### src/rtl/rqid_pkg.sv
// Package for the request queue with requester-id take.
// Holds command/status codes and the controller/datapath interface structs.
// No dependencies.
package rqid_pkg;

  localparam int QUEUE_DEPTH_DEF     = 16;
  localparam int REQUESTER_COUNT_DEF = 16;
  localparam int ADDR_W              = 64;
  localparam int DATA_W              = 64;
  localparam int CMD_W               = 2;
  localparam int STATUS_W            = 2;

  localparam logic [CMD_W-1:0] CMD_PUSH = 2'd0;
  localparam logic [CMD_W-1:0] CMD_POP  = 2'd1;
  localparam logic [CMD_W-1:0] CMD_TAKE = 2'd2;

  localparam logic [STATUS_W-1:0] STATUS_OK   = 2'd0;
  localparam logic [STATUS_W-1:0] STATUS_MISS = 2'd1;
  localparam logic [STATUS_W-1:0] STATUS_FULL = 2'd2;

  typedef struct packed {
    logic                load_req;
    logic                push_wr;
    logic                pop_rd;
    logic                pop_fin;
    logic                sweep_init;
    logic                sweep_step;
    logic                sweep_fin;
    logic                res_set;
    logic [STATUS_W-1:0] res_status;
    logic                out_load;
  } dp_cmd_t;

  typedef struct packed {
    logic [CMD_W-1:0] op;
    logic             empty;
    logic             full;
    logic             sweep_done;
  } dp_stat_t;

endpackage

### src/rtl/rqid_ctrl.sv
// Controller for the request queue: sequences push, pop and take-by-id.
// Drives datapath commands and both handshakes. Depends on rqid_pkg.
module rqid_ctrl import rqid_pkg::*; (
  input  logic     clk,
  input  logic     rst,
  input  logic     in_valid,
  output logic     in_stall,
  output logic     out_valid,
  input  logic     out_stall,
  input  dp_stat_t stat,
  output dp_cmd_t  cmd
);

  localparam logic [2:0] S_IDLE     = 3'd0;
  localparam logic [2:0] S_DECODE   = 3'd1;
  localparam logic [2:0] S_POP_WAIT = 3'd2;
  localparam logic [2:0] S_SWEEP    = 3'd3;
  localparam logic [2:0] S_FINISH   = 3'd4;

  logic [2:0] state, state_next;
  logic       out_vld;

  always_comb begin
    cmd        = '0;
    state_next = state;
    case (state)
      S_IDLE: begin
        if (in_valid) begin
          cmd.load_req = 1'b1;
          state_next   = S_DECODE;
        end
      end
      S_DECODE: begin
        case (stat.op)
          CMD_PUSH: begin
            cmd.res_set = 1'b1;
            if (stat.full) begin
              cmd.res_status = STATUS_FULL;
            end else begin
              cmd.push_wr    = 1'b1;
              cmd.res_status = STATUS_OK;
            end
            state_next = S_FINISH;
          end
          CMD_POP: begin
            if (stat.empty) begin
              cmd.res_set    = 1'b1;
              cmd.res_status = STATUS_MISS;
              state_next     = S_FINISH;
            end else begin
              cmd.pop_rd = 1'b1;
              state_next = S_POP_WAIT;
            end
          end
          CMD_TAKE: begin
            cmd.sweep_init = 1'b1;
            state_next     = S_SWEEP;
          end
          default: begin
            cmd.res_set    = 1'b1;
            cmd.res_status = STATUS_OK;
            state_next     = S_FINISH;
          end
        endcase
      end
      S_POP_WAIT: begin
        cmd.pop_fin = 1'b1;
        state_next  = S_FINISH;
      end
      S_SWEEP: begin
        if (stat.sweep_done) begin
          cmd.sweep_fin = 1'b1;
          state_next    = S_FINISH;
        end else begin
          cmd.sweep_step = 1'b1;
        end
      end
      S_FINISH: begin
        if (!out_vld || !out_stall) begin
          cmd.out_load = 1'b1;
          state_next   = S_IDLE;
        end
      end
      default: state_next = S_IDLE;
    endcase
  end

  always_ff @(posedge clk) begin
    if (rst) begin
      state   <= S_IDLE;
      out_vld <= 1'b0;
    end else begin
      state <= state_next;
      if (cmd.out_load) begin
        out_vld <= 1'b1;
      end else if (!out_stall) begin
        out_vld <= 1'b0;
      end
    end
  end

  assign in_stall  = (state != S_IDLE);
  assign out_valid = out_vld;

endmodule

### src/rtl/rqid_dpath.sv
// Datapath for the request queue: circular entry memory, pointers, count,
// compaction sweep for take-by-id and the result register. Depends on rqid_pkg.
module rqid_dpath import rqid_pkg::*; #(
  parameter int QUEUE_DEPTH     = QUEUE_DEPTH_DEF,
  parameter int REQUESTER_COUNT = REQUESTER_COUNT_DEF
) (
  input  logic                               clk,
  input  logic                               rst,
  input  logic [CMD_W-1:0]                   cmd_in,
  input  logic [$clog2(REQUESTER_COUNT)-1:0] requester,
  input  logic                               read_flag,
  input  logic [ADDR_W-1:0]                  req_address,
  input  logic [DATA_W-1:0]                  req_data,
  input  dp_cmd_t                            cmd,
  output dp_stat_t                           stat,
  output logic [STATUS_W-1:0]                status,
  output logic [$clog2(REQUESTER_COUNT)-1:0] out_requester,
  output logic                               out_read_flag,
  output logic [ADDR_W-1:0]                  out_address,
  output logic [DATA_W-1:0]                  out_data,
  output logic [$clog2(QUEUE_DEPTH+1)-1:0]   occupancy
);

  localparam int ID_W    = $clog2(REQUESTER_COUNT);
  localparam int PTR_W   = $clog2(QUEUE_DEPTH);
  localparam int CNT_W   = $clog2(QUEUE_DEPTH + 1);
  localparam int ENT_W   = ID_W + 1 + ADDR_W + DATA_W;
  localparam int RF_BIT  = ADDR_W + DATA_W;
  localparam int ID_LSB  = RF_BIT + 1;

  logic [ENT_W-1:0]    mem [QUEUE_DEPTH];
  logic [ENT_W-1:0]    rd_q;

  logic [CMD_W-1:0]    req_cmd;
  logic [ENT_W-1:0]    req_ent;

  logic [PTR_W-1:0]    head;
  logic [CNT_W-1:0]    count;
  logic [PTR_W-1:0]    rd_ptr;
  logic [PTR_W-1:0]    wr_ptr;
  logic [CNT_W-1:0]    rd_left;
  logic [CNT_W-1:0]    kept;
  logic                rd_vld;
  logic                hit;

  logic [STATUS_W-1:0] res_status;
  logic [ENT_W-1:0]    res_entry;

  logic [CNT_W:0]      tail_sum;
  logic [CNT_W:0]      tail_wrap;
  logic [PTR_W-1:0]    tail;
  logic                rd_en;
  logic [PTR_W-1:0]    rd_addr;
  logic                keep_rd;
  logic                wr_en;
  logic [PTR_W-1:0]    wr_addr;
  logic [ENT_W-1:0]    wr_data;

  function automatic logic [PTR_W-1:0] ptr_inc(input logic [PTR_W-1:0] p);
    ptr_inc = (p == PTR_W'(QUEUE_DEPTH - 1)) ? '0 : p + 1'b1;
  endfunction

  assign tail_sum  = (CNT_W+1)'(head) + (CNT_W+1)'(count);
  assign tail_wrap = (tail_sum >= (CNT_W+1)'(QUEUE_DEPTH)) ?
                     tail_sum - (CNT_W+1)'(QUEUE_DEPTH) : tail_sum;
  assign tail      = tail_wrap[PTR_W-1:0];

  assign keep_rd = rd_vld && (rd_q[ENT_W-1:ID_LSB] != req_ent[ENT_W-1:ID_LSB]);
  assign rd_en   = cmd.pop_rd || (cmd.sweep_step && (rd_left != '0));
  assign rd_addr = cmd.pop_rd ? head : rd_ptr;
  assign wr_en   = cmd.push_wr || (cmd.sweep_step && keep_rd);
  assign wr_addr = cmd.push_wr ? tail : wr_ptr;
  assign wr_data = cmd.push_wr ? req_ent : rd_q;

  assign stat.op         = req_cmd;
  assign stat.empty      = (count == '0);
  assign stat.full       = (count == CNT_W'(QUEUE_DEPTH));
  assign stat.sweep_done = (rd_left == '0) && !rd_vld;

  // entry memory, one write and one registered read port
  always_ff @(posedge clk) begin
    if (wr_en) begin
      mem[wr_addr] <= wr_data;
    end
    if (rd_en) begin
      rd_q <= mem[rd_addr];
    end
  end

  always_ff @(posedge clk) begin
    if (rst) begin
      head   <= '0;
      count  <= '0;
      rd_vld <= 1'b0;
    end else begin
      if (cmd.push_wr) begin
        count <= count + 1'b1;
      end
      if (cmd.pop_fin) begin
        head  <= ptr_inc(head);
        count <= count - 1'b1;
      end
      if (cmd.sweep_fin) begin
        count <= kept;
      end
      if (cmd.sweep_init) begin
        rd_vld <= 1'b0;
      end else if (cmd.sweep_step) begin
        rd_vld <= (rd_left != '0);
      end
    end
  end

  always_ff @(posedge clk) begin
    if (cmd.load_req) begin
      req_cmd <= cmd_in;
      req_ent <= {requester, read_flag, req_address, req_data};
    end
    if (cmd.sweep_init) begin
      rd_ptr    <= head;
      wr_ptr    <= head;
      rd_left   <= count;
      kept      <= '0;
      hit       <= 1'b0;
      res_entry <= '0;
    end
    if (cmd.sweep_step) begin
      if (rd_left != '0) begin
        rd_ptr  <= ptr_inc(rd_ptr);
        rd_left <= rd_left - 1'b1;
      end
      if (keep_rd) begin
        wr_ptr <= ptr_inc(wr_ptr);
        kept   <= kept + 1'b1;
      end else if (rd_vld && !hit) begin
        hit       <= 1'b1;
        res_entry <= rd_q;
      end
    end
    if (cmd.sweep_fin) begin
      res_status <= hit ? STATUS_OK : STATUS_MISS;
    end
    if (cmd.res_set) begin
      res_status <= cmd.res_status;
      res_entry  <= '0;
    end
    if (cmd.pop_fin) begin
      res_status <= STATUS_OK;
      res_entry  <= rd_q;
    end
    if (cmd.out_load) begin
      status        <= res_status;
      out_requester <= res_entry[ENT_W-1:ID_LSB];
      out_read_flag <= res_entry[RF_BIT];
      out_address   <= res_entry[RF_BIT-1:DATA_W];
      out_data      <= res_entry[DATA_W-1:0];
      occupancy     <= count;
    end
  end

  a_push_count: assert property (@(posedge clk) disable iff (rst)
    cmd.push_wr |=> count == CNT_W'($past(count) + 1'b1))
    else $error("push did not advance count");

  a_pop_count: assert property (@(posedge clk) disable iff (rst)
    cmd.pop_fin |=> count == CNT_W'($past(count) - 1'b1))
    else $error("pop did not reduce count");

  a_sweep_bound: assert property (@(posedge clk) disable iff (rst)
    cmd.sweep_step |-> ((CNT_W+1)'(kept) + (CNT_W+1)'(rd_left) + (CNT_W+1)'(rd_vld))
                       <= (CNT_W+1)'(count))
    else $error("sweep write side ran ahead of read side");

  a_sweep_shrink: assert property (@(posedge clk) disable iff (rst)
    cmd.sweep_fin |=> count <= $past(count))
    else $error("take grew the queue");

endmodule

### src/rtl/request_queue_with_id_extract.sv
// Request queue with pop-oldest and take-oldest-by-requester (purging all its entries).
// Push, command code 3 and pop on an empty queue go through decode and finish.
// Pop adds a read wait state before finish. Take adds a compaction sweep over the
// queued entries, one entry per cycle over the single-read-port memory.
// A result held by out_stall delays the next request until it is taken.
// Synchronous active-high reset empties the queue; entry storage is not cleared.
module request_queue_with_id_extract import rqid_pkg::*; #(
  parameter int QUEUE_DEPTH     = QUEUE_DEPTH_DEF,
  parameter int REQUESTER_COUNT = REQUESTER_COUNT_DEF
) (
  input  logic                               clk,
  input  logic                               rst,
  input  logic                               in_valid,
  output logic                               in_stall,
  input  logic [CMD_W-1:0]                   cmd,
  input  logic [$clog2(REQUESTER_COUNT)-1:0] requester,
  input  logic                               read_flag,
  input  logic [ADDR_W-1:0]                  req_address,
  input  logic [DATA_W-1:0]                  req_data,
  output logic                               out_valid,
  input  logic                               out_stall,
  output logic [STATUS_W-1:0]                status,
  output logic [$clog2(REQUESTER_COUNT)-1:0] out_requester,
  output logic                               out_read_flag,
  output logic [ADDR_W-1:0]                  out_address,
  output logic [DATA_W-1:0]                  out_data,
  output logic [$clog2(QUEUE_DEPTH+1)-1:0]   occupancy
);

  dp_cmd_t  dp_cmd;
  dp_stat_t dp_stat;

  rqid_ctrl u_ctrl (
    .clk       (clk),
    .rst       (rst),
    .in_valid  (in_valid),
    .in_stall  (in_stall),
    .out_valid (out_valid),
    .out_stall (out_stall),
    .stat      (dp_stat),
    .cmd       (dp_cmd)
  );

  rqid_dpath #(
    .QUEUE_DEPTH     (QUEUE_DEPTH),
    .REQUESTER_COUNT (REQUESTER_COUNT)
  ) u_dpath (
    .clk           (clk),
    .rst           (rst),
    .cmd_in        (cmd),
    .requester     (requester),
    .read_flag     (read_flag),
    .req_address   (req_address),
    .req_data      (req_data),
    .cmd           (dp_cmd),
    .stat          (dp_stat),
    .status        (status),
    .out_requester (out_requester),
    .out_read_flag (out_read_flag),
    .out_address   (out_address),
    .out_data      (out_data),
    .occupancy     (occupancy)
  );

endmodule
### config.mk
export PLATFORM = sky130hd
export DESIGN_NAME = request_queue_with_id_extract
export DESIGN_NICKNAME = d
export VERILOG_FILES = /design/src/rtl/rqid_pkg.sv /design/src/rtl/rqid_ctrl.sv /design/src/rtl/rqid_dpath.sv /design/src/rtl/request_queue_with_id_extract.sv
export SDC_FILE = /design/constraint.sdc
export NUM_CORES = 2
export LEC_CHECK = 0
export BUFFER_PORTS_ARGS = -buffer_cell sky130_fd_sc_hd__buf_2
export CAP_MARGIN = 20
export CELL_PAD_IN_SITES_DETAIL_PLACEMENT = 1
export CELL_PAD_IN_SITES_GLOBAL_PLACEMENT = 1
export CORE_MARGIN = 4
export CORE_UTILIZATION = 50
export CTS_BUF_LIST = sky130_fd_sc_hd__clkbuf_8
export CTS_CLUSTER_SIZE = 30
export DETAILED_ROUTE_END_ITERATION = 7
export HOLD_SLACK_MARGIN = 0.02
export PLACE_DENSITY_LB_ADDON = 0.1
export RECOVER_POWER = 25
export SLEW_MARGIN = 20
export SYNTH_ARGS = -nofsm -noshare
export SYNTH_HDL_FRONTEND = slang
export SYNTH_SLANG_ARGS = --single-unit
### constraint.sdc
create_clock -name clk -period 8.3 [get_ports clk]
set_input_delay 0.415 -clock clk [delete_from_list [all_inputs] [get_ports clk]]
set_output_delay 0.415 -clock clk [all_outputs]
set_load 0.02 [all_outputs]
======== After elaboration in Yosys (flattened, before gate mapping) ========
Memories as Yosys holds them, arrays and structs flattened. A register that Yosys moved wholly into a read port is not among the register bits.
Index checks and enable logic that the tools add are counted.
cells by class
  add/subtract/negate cells ............... 9
  order comparisons ....................... 1
  equality and inequality tests ........... 15
  muxes and demuxes ....................... 64
  reduce and logical (&&, ||, !) cells .... 22
operators by type and width
  cell                   count
  $mux W133              7
  $mux W4                12
  $mux W5                9
  $mux W1                22
  $mux W3                6
  $pmux W3 S5            1
  $add A4 B1 Y4 const B  3
  $eq A4 B4 Y1 const B   3
  $add A5 B1 Y5 const B  2
  $logic_not A5 Y1       2
  $mux W2                5
  $sub A5 B1 Y5 const B  2
  $pmux W3 S3            1
  $add A4 B5 Y6          1
  $eq A3 B2 Y1 const B   2
  $ge A6 B5 Y1 const B   1
  $pmux W3 S2            1
  $reduce_bool A3 Y1     2
  $eq A5 B5 Y1 const B   1
  $logic_and A1 B1 Y1    5
  $reduce_bool A5 Y1     1
  $logic_not A1 Y1       4
  $ne A2 B1 Y1 const B   2
  $ne A2 B2 Y1 const B   2
  12 further kinds       14
storage, ports and cells
  register bits after elaboration ......... 443
  RAM bits ................................ 2128
  input bits .............................. 139
  output and inout bits ................... 142
  word-level logic and storage cells ...... 132
  memories kept ........................... 1
memory list
  name         words  bits a word  rd ports  clocked after memory_dff  write ports  line              RTL
  u_dpath.mem  16     133          1         1                         1            rqid_dpath.sv:31  logic [ENT_W-1:0] mem [QUEUE_DEPTH];

======== Logic depth before layout (Yosys ltp) ========
  word-level depth ........................ 9
  mapped depth ............................ 13
  depth with buffers taken out ............ 9

======== By module ========
Synthesis repeated with hierarchy kept, for this count alone.
unflattened totals
  cell total of the unflattened synthesis .. 7912
  area total of the unflattened synthesis .. 112611.8 µm²
by module, submodules not included
  module      instances  cells an instance  area each (µm²)  seq. area each (µm²)
  rqid_dpath  1          7861               112221.4         79436.2
  rqid_ctrl   1          51                 390.4            80.1

======== Worst setup path after synthesis ========
No wires, ideal clock.
  kind .................................... flip-flop to flip-flop
  start point ............................. reg u_ctrl.state[0]
  end point ............................... reg u_dpath.occupancy[0], enable pin
  library setup time ...................... 0.686 ns
  data arrival time ....................... 7.466 ns
  data required time ...................... 7.614 ns
  path slack .............................. 0.148 ns
  stages on the path, launching flop included .. 5
  buffers on the path ..................... 1
  clock period less this slack ............ 8.152 ns
  cells stage by stage .................... dfxtp_1 > clkbuf_1 > nor2_1 > nand2_1 > a21oi_1
RTL lines
  what                    line               RTL
  from (decl)             rqid_ctrl.sv:20    logic [2:0] state, state_next;
  from (signal assigned)  rqid_ctrl.sv:93    state <= state_next;
  to (signal assigned)    rqid_dpath.sv:157  occupancy <= count;
  to (decl)               rqid_dpath.sv:21   output logic [$clog2(QUEUE_DEPTH+1)-1:0] occupancy

======== Final worst setup path ========
  start point ............................. reg u_dpath.req_cmd[0]
  end point ............................... reg u_dpath.res_entry[62]
between the ends
  word-level cells in the longest chain between the ends .. 9
  elaborated cells on any way between the ends .. 13
  those cells by class .................... 2 x eq/ne; 10 x mux; 1 x reduce/logical
ends and longest elaborated chain
  what                    line               RTL
  from (decl)             rqid_dpath.sv:34   logic [CMD_W-1:0] req_cmd;
  from (signal assigned)  rqid_dpath.sv:116  req_cmd <= cmd_in;
  $eq A2 B2 Y1            rqid_ctrl.sv:34    case (stat.op)
  $mux W1                 rqid_ctrl.sv:34
  $mux W1                 rqid_ctrl.sv:26    case (state)
  $mux W133               rqid_dpath.sv:119  if (cmd.sweep_init) begin
  $mux W133               rqid_dpath.sv:135  end else if (rd_vld && !hit) begin
  $mux W133               rqid_dpath.sv:132  if (keep_rd) begin
  $mux W133               rqid_dpath.sv:127  if (cmd.sweep_step) begin
  $mux W133 *             rqid_dpath.sv:143  if (cmd.res_set) begin
  $mux W133 *             rqid_dpath.sv:147  if (cmd.pop_fin) begin
  to (signal assigned)    rqid_dpath.sv:137  res_entry <= rd_q;
  to (signal assigned)    rqid_dpath.sv:149  res_entry <= rd_q;
  to (decl)               rqid_dpath.sv:47   logic [ENT_W-1:0] res_entry;
Every way passes the cells marked *; elsewhere a longest branch is shown, timed or not.
A chain may end at the register's enable or synchronous reset.

==> qor.csv <==
metric,value,unit
yosysTopAreaCell,edfxtp_1,
drv_cap,18,
antenna_left,0,
slew_violations,709,
dieWidth,465.0,microns
grt_max_degree,170,
cts_buffers,451,
antenna_found_initial,9,
drt_iter0_markers,6505,
async_flop_share,0,
portBuffers,280,
layout-drive-gt1-share,0.1074,
synth-edff-count,2536,
fp.dieH,465.0,microns
io_pins,281,
min_from,out_stall,
max-slew-margin-rel,-1.621,
via_per_inst,6.205,
rsz0062_at_grt,false,
core_area,207500,sq um
synth_area,104400,sq um
power,0.03005,W
p_leak,40.16,nW
path_cells,"inv_1, ha_1, nand2_1, clkbuf_1, buf_4, nand3_1, a21oi_1",
area_growth_syn_to_layout,14.28,%
startpoint_type,flip-flop,
grt_first_pass_wirelength,454500,microns
synthCells,6591,
dpl_cell_area,108800,sq um
arrival,7.38,ns
drt_wl_total,311900,microns
required,9.29,ns
r2r_start,u_dpath.req_cmd[0],
fin_worst_skew,0.07010,ns
synth-seq-cells,2704,
grt_overflow_total,0,
design_area,119400,sq um
syn_nets,6747,
drt-pass1-iter-count,6,
violations,"capacitance limit, slew limit",
seq_area_frac_synth,0.7614,
setup-violations-final,0,
clock-sinks,2704,
ctsResizeCount,0,
grt_pass1_vias,66950,
die-area,216300,sq um
num_rows,167,
fillCellCount,19250,
avgSynthCellArea,15.85,sq um
fin_tns_setup,0,ns
wl_per_cell,30.14,microns
max-vdd-ir-drop,0.0002148,V
regArea,79520,sq um
critPathKind,reg -> reg,
cp_slowest_stage_delay,2.61,ns
worst_slew_pin_slew,3.932,ns
power_density,251.8,nW/um^2
clock_path_buffers,4,
crit_slowest_cell,clkbuf_1,
final_cell_mix,"edfxtp_1, a211oi_1, nand2_1, and3_1, mux2i_1",
yosysTopAreaCellShare,0.7292,
insertion_delay,1.12,ns
crit_path_end_kind,flip-flop,
timing.fmax,156.7,MHz
period_share,0.7688,
vias,64200,
clkSlewWorstSetupHoldPaths,0.07,ns
cts_tree,yes,
synthTopCellsByArea,"edfxtp_1, a211oi_1, mux2i_1",
gp_congestion,0.7580,
final_common_cell,edfxtp_1,
ys_types,66,
synth_warnings,0,
outcome,finished with violations,
synth_flop_cell,edfxtp_1,
cp_max_fo,61,
fin_crit,6.381,ns
multi_input_area,22880,sq um
place_hpwl,151900,microns
initial_core_util,0.5034,
cts-root-buf,clkbuf_8,
crit_start,u_dpath.req_cmd[0],
drc,0,
cts.htree.levels,5,
nNetsFinal,7353,
holdCritPathClass,in -> reg,
grt.total_usage,0.2828,
hold_viol_final,0,
-- worst max-delay path: cells and delay by family (launching register included) --
kind / cells / cell delay (ns)
buffers and inverters: 3 / 3.57
AND/OR/NAND/NOR: 2 / 1.68
flip-flops: 1 / 0.39
AO/OA/AOI/OAI: 1 / 0.28
adder cells (fa/ha/maj): 1 / 0.26
-- report_power, final --
part / switching [W] / leakage, nW / internal, W
clock: 0.00525 / 4.87 / 0.00562
combinational: 0.00256 / 11.0 / 0.00135
sequential: 0.000110 / 24.3 / 0.0152
-- flip-flops by register name, indices dropped and copies added (netlist names), 2 cells and up --
register and cells:
u_ctrl.state 3, u_dpath.count 5, u_dpath.head 4, u_dpath.kept 5, u_dpath.mem 2128, u_dpath.occupancy 5, u_dpath.out_address 64, u_dpath.out_data 64
u_dpath.out_requester 4, u_dpath.rd_left 5, u_dpath.rd_ptr 4, u_dpath.rd_q 133, u_dpath.req_cmd 2, u_dpath.req_ent 133, u_dpath.res_entry 133, u_dpath.res_status 2
u_dpath.status 2, u_dpath.wr_ptr 4
-- what timing repair did --
action,CTS,global route
hold buffers,274,0
setup buffers,0,0
hold endpoints to repair,214,0
-- final timing paths --
path | to | slack (ns) | cells after the start
worst min-delay path | u_ctrl.state[2] | 0.25 | 4
worst max-delay path | u_dpath.res_entry[62] | 1.92 | 7
worst min register to register | u_dpath.out_address[1] | 0.41 | 0
worst max register to register | u_dpath.res_entry[62] | 1.92 | 7
-- per-layer routing --
layer  up-vias  part of all wire  GRT usage
met1     33790              0.43     0.3934
met5         -          0.000042          0
met4         2             0.029    0.09080
li1      27480                 -          -
met2      2402              0.49     0.4664
met3       527             0.061    0.03815
-- stage by stage --
step                  util  cells  hold slack (ns)  setup slack (ns)
floorplan                -   6591           0.4079            0.1482
global placement    0.5242   9258           0.4124             3.344
detailed placement  0.5242   9258           0.4158             3.176
CTS                 0.5769  10330           0.1086             3.170
global route        0.5752  10340           0.2357             1.590
finish              0.5753  10350           0.2502             1.919
-- area by class of cell --
class / instances / area share
Antenna cell: 13 / 0.0002726
Sequential cell: 2704 / 0.6662
Tap cell: 2788 / 0.02923
Inverter: 14 / 0.0004403
Clock buffer: 496 / 0.05719
Timing Repair Buffer: 668 / 0.04346
Clock inverter: 305 / 0.01149
Multi-Input combinational cell: 3358 / 0.1917
-- cell usage after synthesis, types with 14 or more instances --
| cell type | n |
|---|---|
| nand2_1 | 588 |
| buf_2 | 134 |
| inv_1 | 14 |
| or4_1 | 122 |
| and2_1 | 14 |
| ha_1 | 15 |
| a21oi_1 | 156 |
| clkbuf_1 | 344 |
| mux2i_1 | 503 |
| nand3_1 | 151 |
| edfxtp_1 | 2536 |
| o21ai_0 | 46 |
| a221oi_1 | 14 |
| nor2_1 | 50 |
| a211oi_1 | 1030 |
| dfxtp_1 | 168 |
| and3_1 | 537 |
| buf_1 | 26 |
-- cell families (layout without fill, tap and decap cells) --
| logic type | after synthesis | in the layout | synth area share |
|---|---|---|---|
| DFF | 2704 | 2704 | 0.7614 |
| and+or+nand+nor | 1503 | 1503 | 0.07483 |
| AOI/OAI and AO/OA | 1320 | 1320 | 0.09091 |
| buffers and inverters | 529 | 1483 | 0.02119 |
| muxes | 506 | 506 | 0.04853 |
| adders and majority gates | 17 | 17 | 0.002180 |
| xor gates and xnor gates | 12 | 12 | 0.001006 |
| other | 0 | 13 | 0 |
Power figures use the tool's default switching activity.
